===== config.mk =====
export PLATFORM = sky130hd
export DESIGN_NAME = frame_echo_suppressor_flat
export DESIGN_NICKNAME = d
export VERILOG_FILES = /design/src/rtl/core/fes_pkg.sv /design/src/rtl/core/fes_if.sv /design/src/rtl/core/fes_div.sv /design/src/rtl/core/fes_ctrl.sv /design/src/rtl/core/fes_dp.sv /design/src/rtl/core/frame_echo_suppressor.sv /design/src/flat_wrapper.sv
export VERILOG_INCLUDE_DIRS = /design/src /design/src/rtl/core
export SDC_FILE = /design/constraint.sdc
export NUM_CORES = 1
export LEC_CHECK = 0
export BUFFER_PORTS_ARGS = -buffer_cell sky130_fd_sc_hd__buf_4
export CORE_ASPECT_RATIO = 0.5
export CORE_MARGIN = 2
export CORE_UTILIZATION = 64
export DETAILED_ROUTE_END_ITERATION = 7
export PLACE_DENSITY = 0.82
export SLEW_MARGIN = 15
export SYNTH_ARGS = -nofsm -noshare
export SYNTH_HDL_FRONTEND = slang
export SYNTH_SLANG_ARGS = --single-unit

===== constraint.sdc =====
create_clock -name i_clk -period 7.45 [get_ports i_clk]
set_clock_uncertainty 0.15 [all_clocks]
set_input_delay 0.3725 -clock i_clk [delete_from_list [all_inputs] [get_ports i_clk]]
set_output_delay 0.3725 -clock i_clk [all_outputs]
set_load 0.05 [all_outputs]

===== src/rtl/core/assert_macros.svh =====
// Assertion macros shared by the echo suppressor core.
// Each macro expects i_clk and i_rst_n to be visible where it is used.
`ifndef ASSERT_MACROS_SVH
`define ASSERT_MACROS_SVH

// Consequent must hold in the same cycle as the antecedent.
`define CHK_NOW(lbl, ant, cons, msg) \
    lbl: assert property (@(posedge i_clk) disable iff (!i_rst_n) (ant) |-> (cons)) \
        else $error(msg);

// Consequent must hold in the cycle after the antecedent.
`define CHK_NEXT(lbl, ant, cons, msg) \
    lbl: assert property (@(posedge i_clk) disable iff (!i_rst_n) (ant) |=> (cons)) \
        else $error(msg);

`endif


===== src/rtl/core/fes_pkg.sv =====
// Package for the frame echo suppressor: widths, codes, reset values and the
// command and status structures between controller and datapath. No dependencies.
package fes_pkg;

    localparam int FRAME_LEN = 160;

    localparam int SAMPLE_W = 16;
    localparam int SUM_W    = 23;
    localparam int LVL_W    = 16;
    localparam int HOLD_W   = 16;
    localparam int AVG_W    = 16;
    localparam int CNT_W    = 8;
    localparam int TOT_W    = 32;
    localparam int TYPE_W   = 2;
    localparam int CFG_IDX_W = 2;
    localparam int CFG_DAT_W = 16;

    localparam int DIV_W  = CNT_W;
    localparam int STEP_W = $clog2(TOT_W);

    // The frame mean is the product of the sum and a rounded-up reciprocal of the
    // frame length, which is exact for every sum below 2^SUM_W.
    localparam int MEAN_SH = SUM_W + $clog2(FRAME_LEN);
    localparam int RCP_W   = SUM_W + 2;
    localparam int PROD_W  = SUM_W + RCP_W;
    localparam logic [RCP_W-1:0] MEAN_RCP =
        RCP_W'(((64'd1 << MEAN_SH) + 64'(FRAME_LEN - 1)) / 64'(FRAME_LEN));

    localparam logic [SUM_W-1:0]  SUM_MAX       = '1;
    localparam logic [HOLD_W-1:0] HOLD_MS_RST   = HOLD_W'(300);
    localparam logic [LVL_W-1:0]  SPK_LEVEL_RST = LVL_W'(300);
    localparam logic [LVL_W-1:0]  ACT_LEVEL_RST = LVL_W'(200);
    localparam logic [CNT_W-1:0]  AVG_PER_RST   = CNT_W'(250);
    localparam logic [AVG_W-1:0]  AVG_WITH_RST  = AVG_W'(200);

    typedef enum logic [TYPE_W-1:0] {
        REQ_SPK  = 2'd0,
        REQ_MIC  = 2'd1,
        REQ_TICK = 2'd2,
        REQ_NONE = 2'd3
    } t_req_type;

    typedef enum logic [CFG_IDX_W-1:0] {
        CFG_HOLD_MS    = 2'd0,
        CFG_SPK_LEVEL  = 2'd1,
        CFG_ACT_LEVEL  = 2'd2,
        CFG_AVG_PERIOD = 2'd3
    } t_cfg_idx;

    typedef struct packed {
        logic accept;
        logic acc;
        logic mean_take;
        logic fold;
        logic avg_start;
        logic avg_take;
        logic emit;
    } t_fes_cmd;

    typedef struct packed {
        logic frame;
        logic is_spk;
        logic loud;
        logic div_done;
        logic out_free;
    } t_fes_status;

endpackage


===== src/rtl/core/fes_if.sv =====
// Handshake channel interfaces of the frame echo suppressor: requests, results
// and configuration writes. Depends on fes_pkg.
interface fes_req_if
    import fes_pkg::*;
();
    logic                       valid;
    logic                       ready;
    logic [TYPE_W-1:0]          req_type;
    logic signed [SAMPLE_W-1:0] sample;
    logic                       frame_end;

    modport source (output valid, req_type, sample, frame_end, input ready);
    modport sink   (input valid, req_type, sample, frame_end, output ready);
endinterface

interface fes_res_if
    import fes_pkg::*;
();
    logic             valid;
    logic             ready;
    logic             suppress;
    logic             speaker_active;
    logic [AVG_W-1:0] level_with_speaker;
    logic [AVG_W-1:0] level_without_speaker;

    modport source (output valid, suppress, speaker_active, level_with_speaker,
                    level_without_speaker, input ready);
    modport sink   (input valid, suppress, speaker_active, level_with_speaker,
                    level_without_speaker, output ready);
endinterface

interface fes_cfg_if
    import fes_pkg::*;
();
    logic                 valid;
    logic                 ready;
    logic [CFG_IDX_W-1:0] index;
    logic [CFG_DAT_W-1:0] data;

    modport source (output valid, index, data, input ready);
    modport sink   (input valid, index, data, output ready);
endinterface


===== src/rtl/core/fes_div.sv =====
// Restoring divider of the echo suppressor, one quotient bit per cycle.
// Depends on fes_pkg and assert_macros.svh.
`include "assert_macros.svh"

module fes_div
    import fes_pkg::*;
(
    input  logic             i_clk,
    input  logic             i_rst_n,
    input  logic             i_start,
    input  logic [TOT_W-1:0] i_dividend,
    input  logic [DIV_W-1:0] i_divisor,
    output logic             o_done,
    output logic [TOT_W-1:0] o_quot
);

    logic              r_busy, n_busy;
    logic              r_done, n_done;
    logic [STEP_W-1:0] r_step, n_step;
    logic [TOT_W-1:0]  r_quot, n_quot;
    logic [DIV_W-1:0]  r_rem, n_rem;
    logic [DIV_W-1:0]  r_div, n_div;
    logic [DIV_W:0]    trial;
    logic              fits;

    always_comb begin
        trial  = {r_rem, r_quot[TOT_W-1]};
        fits   = trial >= {1'b0, r_div};
        n_busy = r_busy;
        n_done = 1'b0;
        n_step = r_step;
        n_quot = r_quot;
        n_rem  = r_rem;
        n_div  = r_div;
        if (i_start) begin
            n_busy = 1'b1;
            n_step = '0;
            n_quot = i_dividend;
            n_rem  = '0;
            n_div  = i_divisor;
        end else if (r_busy) begin
            n_quot = {r_quot[TOT_W-2:0], fits};
            n_rem  = fits ? DIV_W'(trial - {1'b0, r_div}) : trial[DIV_W-1:0];
            n_step = r_step + STEP_W'(1);
            if (r_step == STEP_W'(TOT_W - 1)) begin
                n_busy = 1'b0;
                n_done = 1'b1;
            end
        end
    end

    always_ff @(posedge i_clk) begin
        if (!i_rst_n) begin
            r_busy <= 1'b0;
            r_done <= 1'b0;
        end else begin
            r_busy <= n_busy;
            r_done <= n_done;
        end
    end

    always_ff @(posedge i_clk) begin
        r_step <= n_step;
        r_quot <= n_quot;
        r_rem  <= n_rem;
        r_div  <= n_div;
    end

    assign o_done = r_done;
    assign o_quot = r_quot;

    `CHK_NOW(a_start_idle, i_start, !r_busy, "Division started while one is running.")
    `CHK_NOW(a_rem_below_div, r_done, r_rem < r_div, "Remainder not below divisor.")

endmodule


===== src/rtl/core/fes_ctrl.sv =====
// Controller state machine of the echo suppressor: sequences accumulation,
// the frame mean, the average division and the result. Depends on fes_pkg.
`include "assert_macros.svh"

module fes_ctrl
    import fes_pkg::*;
(
    input  logic        i_clk,
    input  logic        i_rst_n,
    input  logic        i_in_valid,
    input  t_fes_status i_st,
    output logic        o_in_ready,
    output t_fes_cmd    o_cmd
);

    typedef enum logic [6:0] {
        S_IDLE   = 7'b0000001,
        S_ACC    = 7'b0000010,
        S_MEAN   = 7'b0000100,
        S_FOLD   = 7'b0001000,
        S_AVG_GO = 7'b0010000,
        S_AVG    = 7'b0100000,
        S_DECIDE = 7'b1000000
    } t_state;

    t_state r_state, n_state;

    always_comb begin
        n_state    = r_state;
        o_cmd      = '0;
        o_in_ready = 1'b0;
        case (r_state)
            S_IDLE: begin
                o_in_ready   = 1'b1;
                o_cmd.accept = i_in_valid;
                if (i_in_valid) begin
                    n_state = S_ACC;
                end
            end
            S_ACC: begin
                o_cmd.acc = 1'b1;
                n_state   = i_st.frame ? S_MEAN : S_IDLE;
            end
            S_MEAN: begin
                o_cmd.mean_take = 1'b1;
                n_state         = S_FOLD;
            end
            S_FOLD: begin
                o_cmd.fold = 1'b1;
                if (i_st.is_spk) begin
                    n_state = S_IDLE;
                end else if (i_st.loud) begin
                    n_state = S_AVG_GO;
                end else begin
                    n_state = S_DECIDE;
                end
            end
            S_AVG_GO: begin
                o_cmd.avg_start = 1'b1;
                n_state         = S_AVG;
            end
            S_AVG: begin
                if (i_st.div_done) begin
                    o_cmd.avg_take = 1'b1;
                    n_state        = S_DECIDE;
                end
            end
            S_DECIDE: begin
                if (i_st.out_free) begin
                    o_cmd.emit = 1'b1;
                    n_state    = S_IDLE;
                end
            end
            default: begin
                n_state = S_IDLE;
            end
        endcase
    end

    always_ff @(posedge i_clk) begin
        if (!i_rst_n) begin
            r_state <= S_IDLE;
        end else begin
            r_state <= n_state;
        end
    end

    `CHK_NEXT(a_accept_acc, o_cmd.accept, r_state == S_ACC, "Request not followed by accumulation.")
    `CHK_NEXT(a_emit_idle, o_cmd.emit, r_state == S_IDLE, "Controller not idle after a result.")

endmodule


===== src/rtl/core/fes_dp.sv =====
// Datapath of the echo suppressor: configuration, frame sums, hold countdown,
// running averages, decision and result register. Depends on fes_pkg and fes_div.
`include "assert_macros.svh"

module fes_dp
    import fes_pkg::*;
(
    input  logic                       i_clk,
    input  logic                       i_rst_n,
    input  t_fes_cmd                   i_cmd,
    output t_fes_status                o_st,
    input  logic [TYPE_W-1:0]          i_req_type,
    input  logic signed [SAMPLE_W-1:0] i_sample,
    input  logic                       i_frame_end,
    input  logic                       i_cfg_valid,
    input  logic [CFG_IDX_W-1:0]       i_cfg_index,
    input  logic [CFG_DAT_W-1:0]       i_cfg_data,
    input  logic                       i_out_ready,
    output logic                       o_out_valid,
    output logic                       o_suppress,
    output logic                       o_speaker_active,
    output logic [AVG_W-1:0]           o_level_with,
    output logic [AVG_W-1:0]           o_level_without
);

    logic [HOLD_W-1:0] r_hold_ms;
    logic [LVL_W-1:0]  r_spk_level;
    logic [LVL_W-1:0]  r_act_level;
    logic [CNT_W-1:0]  r_avg_period;

    t_req_type                  r_type;
    logic signed [SAMPLE_W-1:0] r_sample;
    logic                       r_end;
    logic                       r_active;
    logic [SUM_W-1:0]           r_frame_sum;
    logic [SUM_W-1:0]           r_mean;

    logic [SUM_W-1:0]  r_mic_sum, r_spk_sum;
    logic [HOLD_W-1:0] r_hold;
    logic [TOT_W-1:0]  r_tot_w, r_tot_wo;
    logic [CNT_W-1:0]  r_cnt_w, r_cnt_wo;
    logic [AVG_W-1:0]  r_avg_w, r_avg_wo;

    logic             r_out_valid;
    logic             r_suppress, r_spk_active;
    logic [AVG_W-1:0] r_out_w, r_out_wo;

    logic [SAMPLE_W-1:0] mag;
    logic [SUM_W-1:0]    cur_sum;
    logic [SUM_W:0]      raw_sum;
    logic [SUM_W-1:0]    n_sum;
    logic                is_spk;
    logic                frame;
    logic [PROD_W-1:0]   mean_prod;
    logic [SUM_W-1:0]    mean_calc;

    logic [TOT_W-1:0] tot_sel;
    logic [CNT_W-1:0] cnt_sel;
    logic [CNT_W:0]   cnt_next;
    logic             restart;
    logic [AVG_W-1:0] new_avg;

    logic             div_start;
    logic [TOT_W-1:0] div_dividend;
    logic [DIV_W-1:0] div_divisor;
    logic             div_done;
    logic [TOT_W-1:0] div_quot;

    logic [SUM_W-1:0] diff;
    logic [AVG_W-1:0] t_lvl;
    logic [AVG_W+1:0] lhs, rhs;
    logic             pass;
    logic             n_suppress;

    always_comb begin
        is_spk  = r_type == REQ_SPK;
        frame   = r_end && (r_type == REQ_SPK || r_type == REQ_MIC);
        mag     = r_sample[SAMPLE_W-1] ? SAMPLE_W'(-r_sample) : SAMPLE_W'(r_sample);
        cur_sum = is_spk ? r_spk_sum : r_mic_sum;
        raw_sum = {1'b0, cur_sum} + (SUM_W + 1)'(mag);
        n_sum   = raw_sum[SUM_W] ? SUM_MAX : raw_sum[SUM_W-1:0];

        mean_prod = {{RCP_W{1'b0}}, r_frame_sum} * {{SUM_W{1'b0}}, MEAN_RCP};
        mean_calc = SUM_W'(mean_prod >> MEAN_SH);

        tot_sel  = r_active ? r_tot_w : r_tot_wo;
        cnt_sel  = r_active ? r_cnt_w : r_cnt_wo;
        cnt_next = {1'b0, cnt_sel} + (CNT_W + 1)'(1);
        restart  = (cnt_next > {1'b0, r_avg_period}) || cnt_next[CNT_W];
        new_avg  = div_quot[AVG_W-1:0];

        div_start    = i_cmd.avg_start;
        div_dividend = tot_sel;
        div_divisor  = (cnt_sel == '0) ? DIV_W'(1) : DIV_W'(cnt_sel);

        diff  = (r_mean > SUM_W'(r_avg_wo)) ? r_mean - SUM_W'(r_avg_wo) : '0;
        t_lvl = diff[AVG_W-1:0];
        lhs   = (AVG_W + 2)'({t_lvl, 1'b0});
        rhs   = (AVG_W + 2)'(r_avg_w) + (AVG_W + 2)'({r_avg_w, 1'b0});
        pass  = (lhs > rhs) && (t_lvl >= r_avg_wo) && (r_avg_wo != '0);
        n_suppress = r_active && !pass;

        o_st.frame    = frame;
        o_st.is_spk   = is_spk;
        o_st.loud     = r_mean > SUM_W'(r_act_level);
        o_st.div_done = div_done;
        o_st.out_free = !r_out_valid || i_out_ready;
    end

    fes_div u_div (
        .i_clk      (i_clk),
        .i_rst_n    (i_rst_n),
        .i_start    (div_start),
        .i_dividend (div_dividend),
        .i_divisor  (div_divisor),
        .o_done     (div_done),
        .o_quot     (div_quot)
    );

    always_ff @(posedge i_clk) begin
        if (!i_rst_n) begin
            r_hold_ms    <= HOLD_MS_RST;
            r_spk_level  <= SPK_LEVEL_RST;
            r_act_level  <= ACT_LEVEL_RST;
            r_avg_period <= AVG_PER_RST;
            r_mic_sum    <= '0;
            r_spk_sum    <= '0;
            r_hold       <= '0;
            r_tot_w      <= '0;
            r_cnt_w      <= '0;
            r_avg_w      <= AVG_WITH_RST;
            r_tot_wo     <= '0;
            r_cnt_wo     <= '0;
            r_avg_wo     <= '0;
            r_out_valid  <= 1'b0;
        end else begin
            if (i_cfg_valid) begin
                case (t_cfg_idx'(i_cfg_index))
                    CFG_HOLD_MS:    r_hold_ms    <= HOLD_W'(i_cfg_data);
                    CFG_SPK_LEVEL:  r_spk_level  <= LVL_W'(i_cfg_data);
                    CFG_ACT_LEVEL:  r_act_level  <= LVL_W'(i_cfg_data);
                    CFG_AVG_PERIOD: r_avg_period <= i_cfg_data[CNT_W-1:0];
                    default: begin
                    end
                endcase
            end

            if (i_cmd.acc) begin
                case (r_type)
                    REQ_SPK: r_spk_sum <= frame ? '0 : n_sum;
                    REQ_MIC: r_mic_sum <= frame ? '0 : n_sum;
                    REQ_TICK: begin
                        if (r_hold != '0) begin
                            r_hold <= r_hold - HOLD_W'(1);
                        end
                    end
                    default: begin
                    end
                endcase
            end

            if (i_cmd.fold) begin
                if (is_spk) begin
                    if (r_mean > SUM_W'(r_spk_level)) begin
                        r_hold <= r_hold_ms;
                    end
                end else if (o_st.loud) begin
                    if (r_active) begin
                        r_tot_w <= r_tot_w + TOT_W'(r_mean);
                    end else begin
                        r_tot_wo <= r_tot_wo + TOT_W'(r_mean);
                    end
                end
            end

            if (i_cmd.avg_take) begin
                if (r_active) begin
                    r_avg_w <= new_avg;
                    r_tot_w <= restart ? TOT_W'(new_avg) : r_tot_w;
                    r_cnt_w <= restart ? '0 : cnt_next[CNT_W-1:0];
                end else begin
                    r_avg_wo <= new_avg;
                    r_tot_wo <= restart ? TOT_W'(new_avg) : r_tot_wo;
                    r_cnt_wo <= restart ? '0 : cnt_next[CNT_W-1:0];
                end
            end

            if (i_cmd.emit) begin
                r_out_valid <= 1'b1;
            end else if (i_out_ready) begin
                r_out_valid <= 1'b0;
            end
        end
    end

    always_ff @(posedge i_clk) begin
        if (i_cmd.accept) begin
            r_type   <= t_req_type'(i_req_type);
            r_sample <= i_sample;
            r_end    <= i_frame_end;
        end
        if (i_cmd.acc) begin
            r_active    <= r_hold != '0;
            r_frame_sum <= n_sum;
        end
        if (i_cmd.mean_take) begin
            r_mean <= mean_calc;
        end
        if (i_cmd.emit) begin
            r_suppress   <= n_suppress;
            r_spk_active <= r_active;
            r_out_w      <= r_avg_w;
            r_out_wo     <= r_avg_wo;
        end
    end

    assign o_out_valid      = r_out_valid;
    assign o_suppress       = r_suppress;
    assign o_speaker_active = r_spk_active;
    assign o_level_with     = r_out_w;
    assign o_level_without  = r_out_wo;

    `CHK_NEXT(a_emit_valid, i_cmd.emit, r_out_valid, "Result register not loaded after emit.")

endmodule


===== src/rtl/core/frame_echo_suppressor.sv =====
// Top level of the frame echo suppressor: joins controller and datapath to the
// request, result and configuration channels. Depends on fes_pkg, fes_if, fes_ctrl, fes_dp.
//
//   Channel   Direction  Carries
//   i_req     in         req_type, sample, frame_end
//   o_res     out        suppress, speaker_active, level_with_speaker, level_without_speaker
//   i_cfg     in         index, data (always ready)
//
// A tick or a sample that does not end a frame passes the idle and accumulate states, a speaker
// frame end also mean and fold, and a microphone frame end also decide; the frame mean is a
// product with the reciprocal of the frame length. A loud microphone frame end also runs the
// one-bit-per-cycle 32-step divider for the running average. Reset is synchronous and needs
// no clearing pass. A new request is taken while a result still waits in the output register;
// only a following microphone frame end waits for that register to drain.

module frame_echo_suppressor
    import fes_pkg::*;
(
    input  logic       i_clk,
    input  logic       i_rst_n,
    fes_req_if.sink    i_req,
    fes_res_if.source  o_res,
    fes_cfg_if.sink    i_cfg
);

    t_fes_cmd    cmd;
    t_fes_status st;
    logic        in_ready;

    assign i_req.ready = in_ready;
    assign i_cfg.ready = 1'b1;

    fes_ctrl u_ctrl (
        .i_clk      (i_clk),
        .i_rst_n    (i_rst_n),
        .i_in_valid (i_req.valid),
        .i_st       (st),
        .o_in_ready (in_ready),
        .o_cmd      (cmd)
    );

    fes_dp u_dp (
        .i_clk            (i_clk),
        .i_rst_n          (i_rst_n),
        .i_cmd            (cmd),
        .o_st             (st),
        .i_req_type       (i_req.req_type),
        .i_sample         (i_req.sample),
        .i_frame_end      (i_req.frame_end),
        .i_cfg_valid      (i_cfg.valid),
        .i_cfg_index      (i_cfg.index),
        .i_cfg_data       (i_cfg.data),
        .i_out_ready      (o_res.ready),
        .o_out_valid      (o_res.valid),
        .o_suppress       (o_res.suppress),
        .o_speaker_active (o_res.speaker_active),
        .o_level_with     (o_res.level_with_speaker),
        .o_level_without  (o_res.level_without_speaker)
    );

endmodule

===== src/flat_wrapper.sv =====
// flat-port wrapper written by rule: the top's interface ports become plain ports
module frame_echo_suppressor_flat import fes_pkg::*;
  (i_clk, i_rst_n, i_req_valid, i_req_req_type, i_req_sample, i_req_frame_end, i_req_ready, o_res_valid, o_res_suppress, o_res_speaker_active, o_res_level_with_speaker, o_res_level_without_speaker, o_res_ready, i_cfg_valid, i_cfg_index, i_cfg_data, i_cfg_ready);
  fes_req_if i_req_i ();
  fes_res_if o_res_i ();
  fes_cfg_if i_cfg_i ();
  input  logic i_clk;
  input  logic i_rst_n;
  input wire logic [$bits(i_req_i.valid)-1:0] i_req_valid;
  input wire logic [$bits(i_req_i.req_type)-1:0] i_req_req_type;
  input wire logic [$bits(i_req_i.sample)-1:0] i_req_sample;
  input wire logic [$bits(i_req_i.frame_end)-1:0] i_req_frame_end;
  output wire logic [$bits(i_req_i.ready)-1:0] i_req_ready;
  output wire logic [$bits(o_res_i.valid)-1:0] o_res_valid;
  output wire logic [$bits(o_res_i.suppress)-1:0] o_res_suppress;
  output wire logic [$bits(o_res_i.speaker_active)-1:0] o_res_speaker_active;
  output wire logic [$bits(o_res_i.level_with_speaker)-1:0] o_res_level_with_speaker;
  output wire logic [$bits(o_res_i.level_without_speaker)-1:0] o_res_level_without_speaker;
  input wire logic [$bits(o_res_i.ready)-1:0] o_res_ready;
  input wire logic [$bits(i_cfg_i.valid)-1:0] i_cfg_valid;
  input wire logic [$bits(i_cfg_i.index)-1:0] i_cfg_index;
  input wire logic [$bits(i_cfg_i.data)-1:0] i_cfg_data;
  output wire logic [$bits(i_cfg_i.ready)-1:0] i_cfg_ready;
  assign i_req_i.valid = i_req_valid;
  assign i_req_i.req_type = i_req_req_type;
  assign i_req_i.sample = i_req_sample;
  assign i_req_i.frame_end = i_req_frame_end;
  assign i_req_ready = i_req_i.ready;
  assign o_res_valid = o_res_i.valid;
  assign o_res_suppress = o_res_i.suppress;
  assign o_res_speaker_active = o_res_i.speaker_active;
  assign o_res_level_with_speaker = o_res_i.level_with_speaker;
  assign o_res_level_without_speaker = o_res_i.level_without_speaker;
  assign o_res_i.ready = o_res_ready;
  assign i_cfg_i.valid = i_cfg_valid;
  assign i_cfg_i.index = i_cfg_index;
  assign i_cfg_i.data = i_cfg_data;
  assign i_cfg_ready = i_cfg_i.ready;
  frame_echo_suppressor u_core (.i_clk(i_clk), .i_rst_n(i_rst_n), .i_req(i_req_i), .o_res(o_res_i), .i_cfg(i_cfg_i));
endmodule

==> impl_metrics.csv, run 1 <==
group,metric,value,unit
finish,num-nets-final,3767,
power_and_ir_drop,vdd.ir_drop.worst,0.000205,V
grt,groute.layer.met1.usage,0.410,
worst_setup_path,crit_fanout,5,
clock_network,clock-sinks,386,
drt,ant_nets,0,
synthesis,post_synth_main_area_contributors,"dfxtp_1 (18%), ha_1 (16%), edfxtp_1 (14%), fa_1 (10%), nand2_1 (5.2%)",
placed_design,portBuffers,77,
worst_setup_path,critPathSlowestCell,"fa_1",
sta,finalCritPeriodShare,0.941,
floorplan,dieArea,46300,um2
placed_design,dpl_cell_area,29600,um2
floorplan,die_h,153,um
synthesis,synth.net_count,3690,
outcome,run_status,"finished, final reports clean",
worst_setup_path,critPathBufInv,8,
clock_network,clk-insertion-delay-late,0.56,ns
synthesis,syn_avg_cell_area,9.09,um2
sta,final-max-slew-violation-count,0,
clock_network,cts.clk_slew.worst_paths,0.07,ns
power_and_ir_drop,static-leakage-power,13.9,nW
grt,grt_pass1_vias,22800,
finish,layout.cells.most_common_list,"nand2_1 (393), inv_1 (368), ha_1 (367)",
grt,grt_start_max_net_pins,125,
grt,wire_length_of_the_first_global_routing_pass,115000,um
finish,finish.cell_count_without_fillers,3824,
clock_network,numCtsBuffers,37,
clock_network,cts_root_buffer,"clkbuf_16",
grt,grt_usage,0.307,
synthesis,seq_area_frac_synth,0.318,
clock_network,cts.path.max_buffers,3,
synthesis,yosys_warnings,0,
placed_design,placed_cells,3721,
worst_setup_path,end_kind,"flip-flop",
finish,layout_commonest_cell,"nand2_1",
floorplan,io_pins,79,
worst_setup_path,crit_required,7.59,ns
drt,detail_route.iter0.violations,1921,
clock_network,cts.htree.levels,2,
hold_path,worst_hold_check_path_type,"in -> reg",
sta,max_freq,143,MHz
worst_setup_path,ff2ff_setup_slack,0.44,ns
floorplan,std_cell_rows,54,
drt,route.detailed.vias_per_inst,6.01,
worst_setup_path,critPathTopFamily,"adder cells",
clock_network,tritoncts,"yes",
worst_setup_path,critical-path-max-stage-delay,0.59,ns
placed_design,gp_routability_congestion,0.951,
clock_network,post-cts-setup-buffer-count,0,
synthesis,postSynth.asyncResetShare,0,
finish,fillCellCount,3192,
synthesis,synth-seq-cells,386,
synthesis,post_synth_instance_area,28500,um2
power_and_ir_drop,p_per_area,219,nW/um2
sta,finalHoldViolations,0,
drt,route.detailed.wl_per_inst,18.4,um
placed_design,place.detailed.hpwl,52800,um
finish,final_non_filler_cell_area,31300,um2
synthesis,synth_largest_area_cell,"dfxtp_1",
grt,top_usage_layer,"met2",
grt,grt_util_met2,0.517,
sta,period_minus_slack,7.01,ns
drt,detail_route.first_pass.iterations,5,
flow_run,timing.max_cap.violations,0,
grt,number_of_antenna_violations_at_the_first_check_in_global_routing,0,
grt,grt-ovfl-total,0,
synthesis,share_of_the_synthesized_area_in_the_top_cell_type,0.178,
sta,fin_setup_tns,0,ns
synthesis,synth_cell_type_count,83,
grt,use_met3,0.0478,
worst_setup_path,arrival,7.15,ns
synthesis,synth_ff_type,"dfxtp_1",
finish,final_core_utilization,0.715,
sta,relSlewSlack,0.244,
finish,area_delta_synth_final,9.84,%
worst_setup_path,critical_path_class,"reg -> reg",
synthesis,edff_count_synth,133,
drt,drt_wl_total,70300,um
floorplan,floorplan.initialDensity,0.651,
worst_setup_path,start_kind,"flip-flop",
worst_setup_path,crit_top_cell,"inv_1",
sta,setup_repair_after_global_routing_missed_its_margin,"no",
sta,worstMarginPinSlew,1.13,ns
sta,finalSetupViolCount,0,
floorplan,core-area,43700,um2
synthesis,post_synth_inst_count,3132,
finish,antennaDiodeCount,0,
floorplan,dieWidth,302,um
finish,layout-drive-gt1-share,0.0612,
drt,remaining_routing_drc_violations,0,
drt,via_count,23000,
[metal layers]
metal / vias up / wire length (um)
met1: 11100 / 30100
met5: - / 0
met2: 773 / 33400
met3: 152 / 4820
met4: 0 / 1910
li1: 11000 / -
[what timing repair did]
action                     CTS  global route
hold endpoints to repair    77             0
hold buffers                37             0
setup endpoints to repair    0             2
gates resized for setup      0             1
[area by class of cell]
cell class	count	area (um2)	area share
tap	588	736	0.0235
sequential	386	9060	0.290
clock inverter	16	184	0.00588
clock buffer	50	1090	0.0349
timing repair buffer	138	1130	0.0361
inverter	377	1420	0.0455
multi-input combinational	2269	17600	0.564
[cells in the mapped netlist, drive strengths merged, types with 40 or more instances]
cell type / n
nand2: 393
a22oi: 43
nand3: 76
a21o: 55
a21oi: 211
xnor2: 80
mux2i: 52
o21ai: 126
nand4: 40
edfxtp: 133
fa: 149
dfxtp: 253
inv: 376
clkbuf: 94
ha: 367
nor2: 209
[metrics by stage]
stage / hold slack [ns] / setup WS [ns] / total power [mW]
2_1_floorplan: 0.274 / 0.789 / 4.23
3_3_place_gp: 0.289 / 0.486 / 4.69
3_5_place_dp: 0.298 / 0.293 / 4.81
4_1_cts: 0.0629 / 0.267 / 6.85
5_1_grt: 0.0970 / 0.0792 / 7.32
6_report: 0.0822 / 0.437 / 6.83
[cell families (layout without fill, tap and decap cells)]
kind of cell | Yosys count | after routing | share of synthesized area
simple gates | 933 | 933 | 0.151
buf+inv | 477 | 581 | 0.0633
mux | 70 | 70 | 0.0254
compound gates | 633 | 633 | 0.140
fa+ha+maj | 516 | 516 | 0.266
flops | 386 | 386 | 0.318
other cells | 1 | 1 | 0.000132
xor+xnor | 116 | 116 | 0.0357
[tightest hold or removal path: cells and delay by family]
kind / cells / cell delay (ns)
and+or+nand+nor: 2 / 0.20
buffers and inverters: 1 / 0.12
AOI/OAI and AO/OA: 1 / 0.05
[report_power, final]
group          leakage, nW  internal (mW)  switching [mW]
Combinational         10.0           1.07            1.44
Sequential            3.27           2.26          0.0306
Clock                0.628           1.14           0.886
Total                 13.9           4.48            2.36
[state kept, by name, summed over array words and instances (netlist names), 23 cells and up]
name                      flops
u_core.u_dp.r_spk_sum        23
u_core.u_dp.r_tot_wo         32
u_core.u_dp.r_frame_sum      23
u_core.u_dp.u_div.o_quot     32
u_core.u_dp.r_mic_sum        23
u_core.u_dp.r_tot_w          32
[worst paths after layout]
path	start	depth (start not counted)	to
max	u_core.u_dp.r_frame_sum[6]	25	u_core.u_dp.r_mean[12]
min	i_cfg_index[1]	4	u_core.u_dp.r_avg_period[2]
max reg2reg	u_core.u_dp.r_frame_sum[6]	25	u_core.u_dp.r_mean[12]
min reg2reg	u_core.u_dp.r_act_level[12]	2	u_core.u_dp.r_act_level[12]
Power figures use the tool's default switching activity.
==> inputs of run 2 (changes only) <==
--- a/config.mk
+++ b/config.mk
@@ -11,6 +11,7 @@
 export CORE_MARGIN = 2
 export CORE_UTILIZATION = 64
 export DETAILED_ROUTE_END_ITERATION = 7
+export MAX_ROUTING_LAYER = met4
 export PLACE_DENSITY = 0.82
 export SLEW_MARGIN = 15
 export SYNTH_ARGS = -nofsm -noshare
==> impl_metrics.csv, run 2 (synthesized netlist as in run 1, its figures left out) <==
group,metric,value,unit
sta,final-max-slew-violation-count,0,
worst_setup_path,end_kind,"flip-flop",
finish,num-nets-final,3767,
finish,layout-drive-gt1-share,0.0609,
sta,period_minus_slack,7.00,ns
drt,drt_wl_total,70000,um
clock_network,clock-sinks,386,
finish,layout_commonest_cell,"nand2_1",
finish,area_delta_synth_final,9.51,%
worst_setup_path,crit_required,7.59,ns
sta,worstMarginPinSlew,1.13,ns
clock_network,cts.path.max_buffers,3,
drt,via_count,23000,
worst_setup_path,crit_top_cell,"inv_1",
placed_design,gp_routability_congestion,0.968,
grt,grt_start_max_net_pins,111,
drt,ant_nets,0,
floorplan,floorplan.initialDensity,0.651,
power_and_ir_drop,static-leakage-power,13.9,nW
drt,detail_route.iter0.violations,2092,
sta,relSlewSlack,0.241,
worst_setup_path,ff2ff_setup_slack,0.45,ns
finish,layout.cells.most_common_list,"nand2_1 (393), inv_1 (368), ha_1 (367)",
sta,finalCritPeriodShare,0.940,
worst_setup_path,critical-path-max-stage-delay,0.59,ns
grt,grt_usage,0.313,
clock_network,clk-insertion-delay-late,0.56,ns
worst_setup_path,critPathLaunch,"u_core.u_dp.r_frame_sum[6]",
floorplan,dieArea,46300,um2
hold_path,worst_hold_check_path_type,"in -> reg",
worst_setup_path,critPathTopFamily,"adder cells",
drt,route.detailed.wl_per_inst,18.3,um
worst_setup_path,critical_path.reg2reg.startpoint,"u_core.u_dp.r_frame_sum[6]",
placed_design,dpl_cell_area,29600,um2
hold_path,hold_start,"i_cfg_index[1]",
finish,antennaDiodeCount,0,
clock_network,numCtsBuffers,37,
sta,finalHoldViolations,0,
flow_run,timing.max_cap.violations,0,
sta,fin_setup_tns,0,ns
clock_network,cts.clk_slew.worst_paths,0.07,ns
floorplan,std_cell_rows,54,
drt,remaining_routing_drc_violations,0,
floorplan,core-area,43700,um2
sta,max_freq,143,MHz
power_and_ir_drop,vdd.ir_drop.worst,0.000183,V
placed_design,dp_slack,0.312,ns
hold_path,min_delay_worst_endpoint,"u_core.u_dp.r_avg_period[2]",
finish,final_non_filler_cell_area,31200,um2
drt,detail_route.first_pass.iterations,7,
grt,wire_length_of_the_first_global_routing_pass,114000,um
clock_network,cts_root_buffer,"clkbuf_16",
clock_network,cts.htree.levels,2,
floorplan,dieWidth,302,um
sta,setup_repair_after_global_routing_missed_its_margin,"no",
placed_design,portBuffers,77,
worst_setup_path,critPathSlowestCell,"fa_1",
grt,grt-ovfl-total,0,
floorplan,io_pins,79,
grt,number_of_antenna_violations_at_the_first_check_in_global_routing,0,
sta,worst_slack,0.449,ns
worst_setup_path,critical_path_class,"reg -> reg",
worst_setup_path,start_kind,"flip-flop",
floorplan,die_h,153,um
clock_network,tritoncts,"yes",
outcome,run_status,"finished, final reports clean",
worst_setup_path,critPathBufInv,8,
grt,grt_pass1_vias,22600,
sta,finalSetupViolCount,0,
placed_design,place.detailed.hpwl,52300,um
worst_setup_path,crit_fanout,5,
hold_path,hold_path_depth,4,
power_and_ir_drop,p_per_area,214,nW/um2
worst_setup_path,arrival,7.14,ns
worst_setup_path,reg2reg_to,"u_core.u_dp.r_mean[11]",
drt,route.detailed.vias_per_inst,6.01,
worst_setup_path,worst-r2r-cell-count,26,
[run 2: worst register-to-register path: cells and delay by family, from the launching register on]
family                   cells  cell delay, ns
buffers and inverters        8            0.53
flip-flops                   1            0.41
XOR/XNOR                     1            0.14
AND/OR/NAND/NOR              2            0.41
AO/OA/AOI/OAI                7            1.31
adder cells (fa/ha/maj)      8            3.78
[run 2: power breakdown]
group | total, mW | leakage, nW | switching (mW) | internal, mW
registers | 2.29 | 3.27 | 0.0302 | 2.26
logic | 2.49 | 10.0 | 1.42 | 1.07
clock network | 1.89 | 0.566 | 0.881 | 1.01
total | 6.67 | 13.9 | 2.33 | 4.34
[run 2: worst max-delay path by stage]
stage | endpoint | slack, ns | cells after the start
global route | u_core.u_dp.r_mean[12] | 0.11 | 25
finish | u_core.u_dp.r_mean[11] | 0.45 | 26
global placement | u_core.u_dp.r_mean[12] | 0.46 | 25
CTS | u_core.u_dp.r_mean[11] | 0.30 | 26
floorplan | u_core.u_dp.r_mean[12] | 0.79 | 25
detailed placement | u_core.u_dp.r_mean[12] | 0.31 | 25
[run 2: area by class of cell]
class                   count  area, um2
flip-flops and latches    386       9060
inverters                 377       1420
multi-input cells        2269      17600
repair buffers            138       1140
well taps                 588        736
fillers                  3328      12600
clock buffers              47       1000
clock inverters            20        169
[run 2: metal layers]
layer | wire [um] | vias up | GRT usage
met5 | 0 | - | -
met4 | 1880 | 0 | 0.0875
met3 | 4850 | 138 | 0.0428
met2 | 33200 | 775 | 0.513
met1 | 30200 | 11100 | 0.408
li1 | - | 11000 | -
[run 2: what timing repair did]
action,CTS,global route
gates resized for setup,0,1
endpoints found under the hold margin,77,0
endpoints found under the setup margin,0,2
buffers inserted,0,0
hold buffers,37,0
[run 2: metrics by stage]
| step | instances | total power [mW] | hold WS [ns] | utilization |
|---|---|---|---|---|
| 2_1_floorplan | 3132 | 4.23 | 0.274 | - |
| 3_3_place_gp | 3720 | 4.70 | 0.290 | 0.677 |
| 3_5_place_dp | 3720 | 4.80 | 0.300 | 0.677 |
| 4_1_cts | 3824 | 6.70 | 0.0579 | 0.712 |
| 5_1_grt | 3825 | 7.17 | 0.101 | 0.713 |
| 6_report | 3825 | 6.67 | 0.0853 | 0.713 |
==> inputs of run 3 (changes only) <==
==> constraint.sdc (replaced) <==
create_clock -name i_clk -period 7.55 [get_ports i_clk]
set_clock_uncertainty 0.15 [all_clocks]
set_input_delay 0.3775 -clock i_clk [delete_from_list [all_inputs] [get_ports i_clk]]
set_output_delay 0.3775 -clock i_clk [all_outputs]
set_load 0.05 [all_outputs]
==> impl_metrics.csv, run 3 (synthesized netlist as in run 1, its figures left out) <==
group,metric,value,unit
sta,max_freq,142,MHz
placed_design,portBuffers,77,
floorplan,std_cell_rows,54,
sta,period_minus_slack,7.06,ns
drt,route.detailed.vias_per_inst,6.02,
placed_design,gp_routability_congestion,0.971,
hold_path,min_delay_worst_endpoint,"u_core.u_dp.r_avg_period[2]",
power_and_ir_drop,vdd.ir_drop.worst,0.000182,V
power_and_ir_drop,p_sw,2.32,mW
floorplan,core-area,43700,um2
finish,layout.cells.most_common_list,"nand2_1 (393), inv_1 (368), ha_1 (367)",
flow_run,timing.max_cap.violations,0,
finish,antennaDiodeCount,0,
drt,ant_nets,0,
drt,detail_route.iter0.violations,1888,
clock_network,numCtsBuffers,38,
grt,grt_usage,0.315,
power_and_ir_drop,power_report.internal_total,4.43,mW
floorplan,die_h,153,um
worst_setup_path,critical_path_class,"reg -> reg",
clock_network,clock-sinks,386,
worst_setup_path,crit_required,7.69,ns
worst_setup_path,critical_path.reg2reg.startpoint,"u_core.u_dp.r_frame_sum[6]",
worst_setup_path,start_kind,"flip-flop",
drt,via_count,23000,
power_and_ir_drop,p_per_area,216,nW/um2
floorplan,io_pins,79,
grt,wire_length_of_the_first_global_routing_pass,115000,um
finish,finish.cell_count_without_fillers,3828,
sta,finalCritPeriodShare,0.934,
sta,setup_repair_after_global_routing_missed_its_margin,"no",
finish,fillCellCount,3247,
clock_network,post-cts-setup-buffer-count,0,
sta,finalHoldViolations,0,
drt,route.detailed.wl_per_inst,18.4,um
worst_setup_path,arrival,7.20,ns
power_and_ir_drop,switching_share,0.344,
finish,area_delta_synth_final,9.92,%
power_and_ir_drop,p_total,6.75,mW
drt,detail_route.first_pass.iterations,5,
hold_path,hold_start,"i_cfg_index[1]",
power_and_ir_drop,power.combinational.fraction,0.367,
sta,final-max-slew-violation-count,0,
clock_network,clk-insertion-delay-late,0.56,ns
hold_path,worst_hold_check_path_type,"in -> reg",
clock_network,tritoncts,"yes",
worst_setup_path,reg2reg_to,"u_core.u_dp.r_mean[11]",
grt,grt-ovfl-total,0,
sta,worstMarginPinSlew,1.23,ns
grt,grt_start_max_net_pins,111,
worst_setup_path,ff2ff_setup_slack,0.49,ns
clock_network,cts_root_buffer,"clkbuf_16",
power_and_ir_drop,clock_power_share,0.299,
power_and_ir_drop,static-leakage-power,13.9,nW
finish,layout-drive-gt1-share,0.0614,
power_and_ir_drop,power_frac_seq,0.335,
placed_design,placed_cells,3720,
finish,layout_commonest_cell,"nand2_1",
floorplan,floorplan.initialDensity,0.651,
drt,drt_wl_total,70600,um
placed_design,place.detailed.hpwl,52300,um
clock_network,cts.clk_slew.worst_paths,0.08,ns
grt,grt_pass1_vias,22600,
clock_network,cts.path.max_buffers,3,
clock_network,cts.htree.levels,2,
hold_path,hold_path_depth,4,
floorplan,dieWidth,302,um
sta,fin_setup_tns,0,ns
sta,relSlewSlack,0.175,
outcome,run_status,"finished, final reports clean",
worst_setup_path,worst-r2r-cell-count,26,
sta,finalSetupViolCount,0,
grt,number_of_antenna_violations_at_the_first_check_in_global_routing,0,
drt,remaining_routing_drc_violations,0,
floorplan,dieArea,46300,um2
finish,num-nets-final,3768,
worst_setup_path,crit_fanout,5,
worst_setup_path,end_kind,"flip-flop",
run 3: cell types whose count changed in the layout (fill, tap and decap cells not counted), sizes merged:
cell | previous run | this run
clkinv | 12 | 10
bufinv | 1 | 4
clkinvlp | 3 | 1
clkbuf | 47 | 51
run 3: final cells by class:
class / instances / area (um2) / area share
clock inverter: 19 / 226 / 0.00724
inverter: 377 / 1420 / 0.0454
timing repair buffer: 138 / 1140 / 0.0363
sequential: 386 / 9060 / 0.290
tap: 588 / 736 / 0.0235
multi-input combinational: 2269 / 17600 / 0.564
clock buffer: 51 / 1060 / 0.0340
run 3: critical path: stages (launching register included):
cell and delay, ns:
edfxtp_1 0.40, inv_1 0.07, ha_1 0.29, inv_1 0.06, fa_1 0.54, inv_1 0.07
fa_1 0.59, inv_1 0.10, fa_1 0.52, inv_1 0.08, fa_1 0.49, inv_1 0.06
fa_1 0.52, inv_1 0.05, fa_1 0.52, inv_1 0.05, ha_1 0.32, a211oi_1 0.24
o21ai_1 0.11, nor3b_1 0.22, a32oi_1 0.14, a31o_2 0.29, a21oi_2 0.25, o21ai_1 0.20
nor2_1 0.21, o21bai_1 0.10, xor2_1 0.14
run 3: stage by stage:
stage               hold WS [ns]  setup WS [ns]   util  cell area [um2]
finish                    0.0758          0.495  0.715            31300
global route               0.111         0.0792  0.715            31300
detailed placement         0.297          0.398  0.677            29600
CTS                       0.0561          0.365  0.715            31300
floorplan                  0.274          0.889      -            28500
global placement           0.290          0.563  0.677            29600
run 3: power groups by stage:
stage               clock network [mW]  logic (mW)  registers, mW
finish                            2.02        2.48           2.26
global route                      2.12        2.87           2.26
CTS                               2.04        2.48           2.26
detailed placement                   0        2.43           2.30
global placement                     0        2.33           2.30
floorplan                            0        1.88           2.30
run 3: per-layer routing:
| metal | up-vias | wire, um | GRT usage |
|---|---|---|---|
| met5 | - | 0 | - |
| met4 | 0 | 1620 | 0.0743 |
| met3 | 141 | 4790 | 0.0416 |
| met2 | 755 | 33700 | 0.517 |
| met1 | 11200 | 30500 | 0.416 |
| li1 | 11000 | - | - |
run 3: worst max-delay path by stage:
stage	startpoint	end	slack, ns	cells past startpoint
floorplan	u_core.u_dp.r_frame_sum[6]	u_core.u_dp.r_mean[12]	0.89	25
global placement	u_core.u_dp.r_frame_sum[6]	u_core.u_dp.r_mean[12]	0.56	25
detailed placement	u_core.u_dp.r_frame_sum[6]	u_core.u_dp.r_mean[12]	0.40	25
CTS	u_core.u_dp.r_frame_sum[6]	u_core.u_dp.r_mean[12]	0.37	25
global route	u_core.u_dp.r_frame_sum[6]	u_core.u_dp.r_mean[12]	0.08	25
finish	u_core.u_dp.r_frame_sum[6]	u_core.u_dp.r_mean[11]	0.49	26
run 3: what timing repair did:
| item | 4_1_cts | 5_1_grt |
|---|---|---|
| hold buffers | 37 | 0 |
| gates resized for setup | 0 | 1 |
| setup endpoints to repair | 0 | 3 |
| hold endpoints to repair | 77 | 0 |
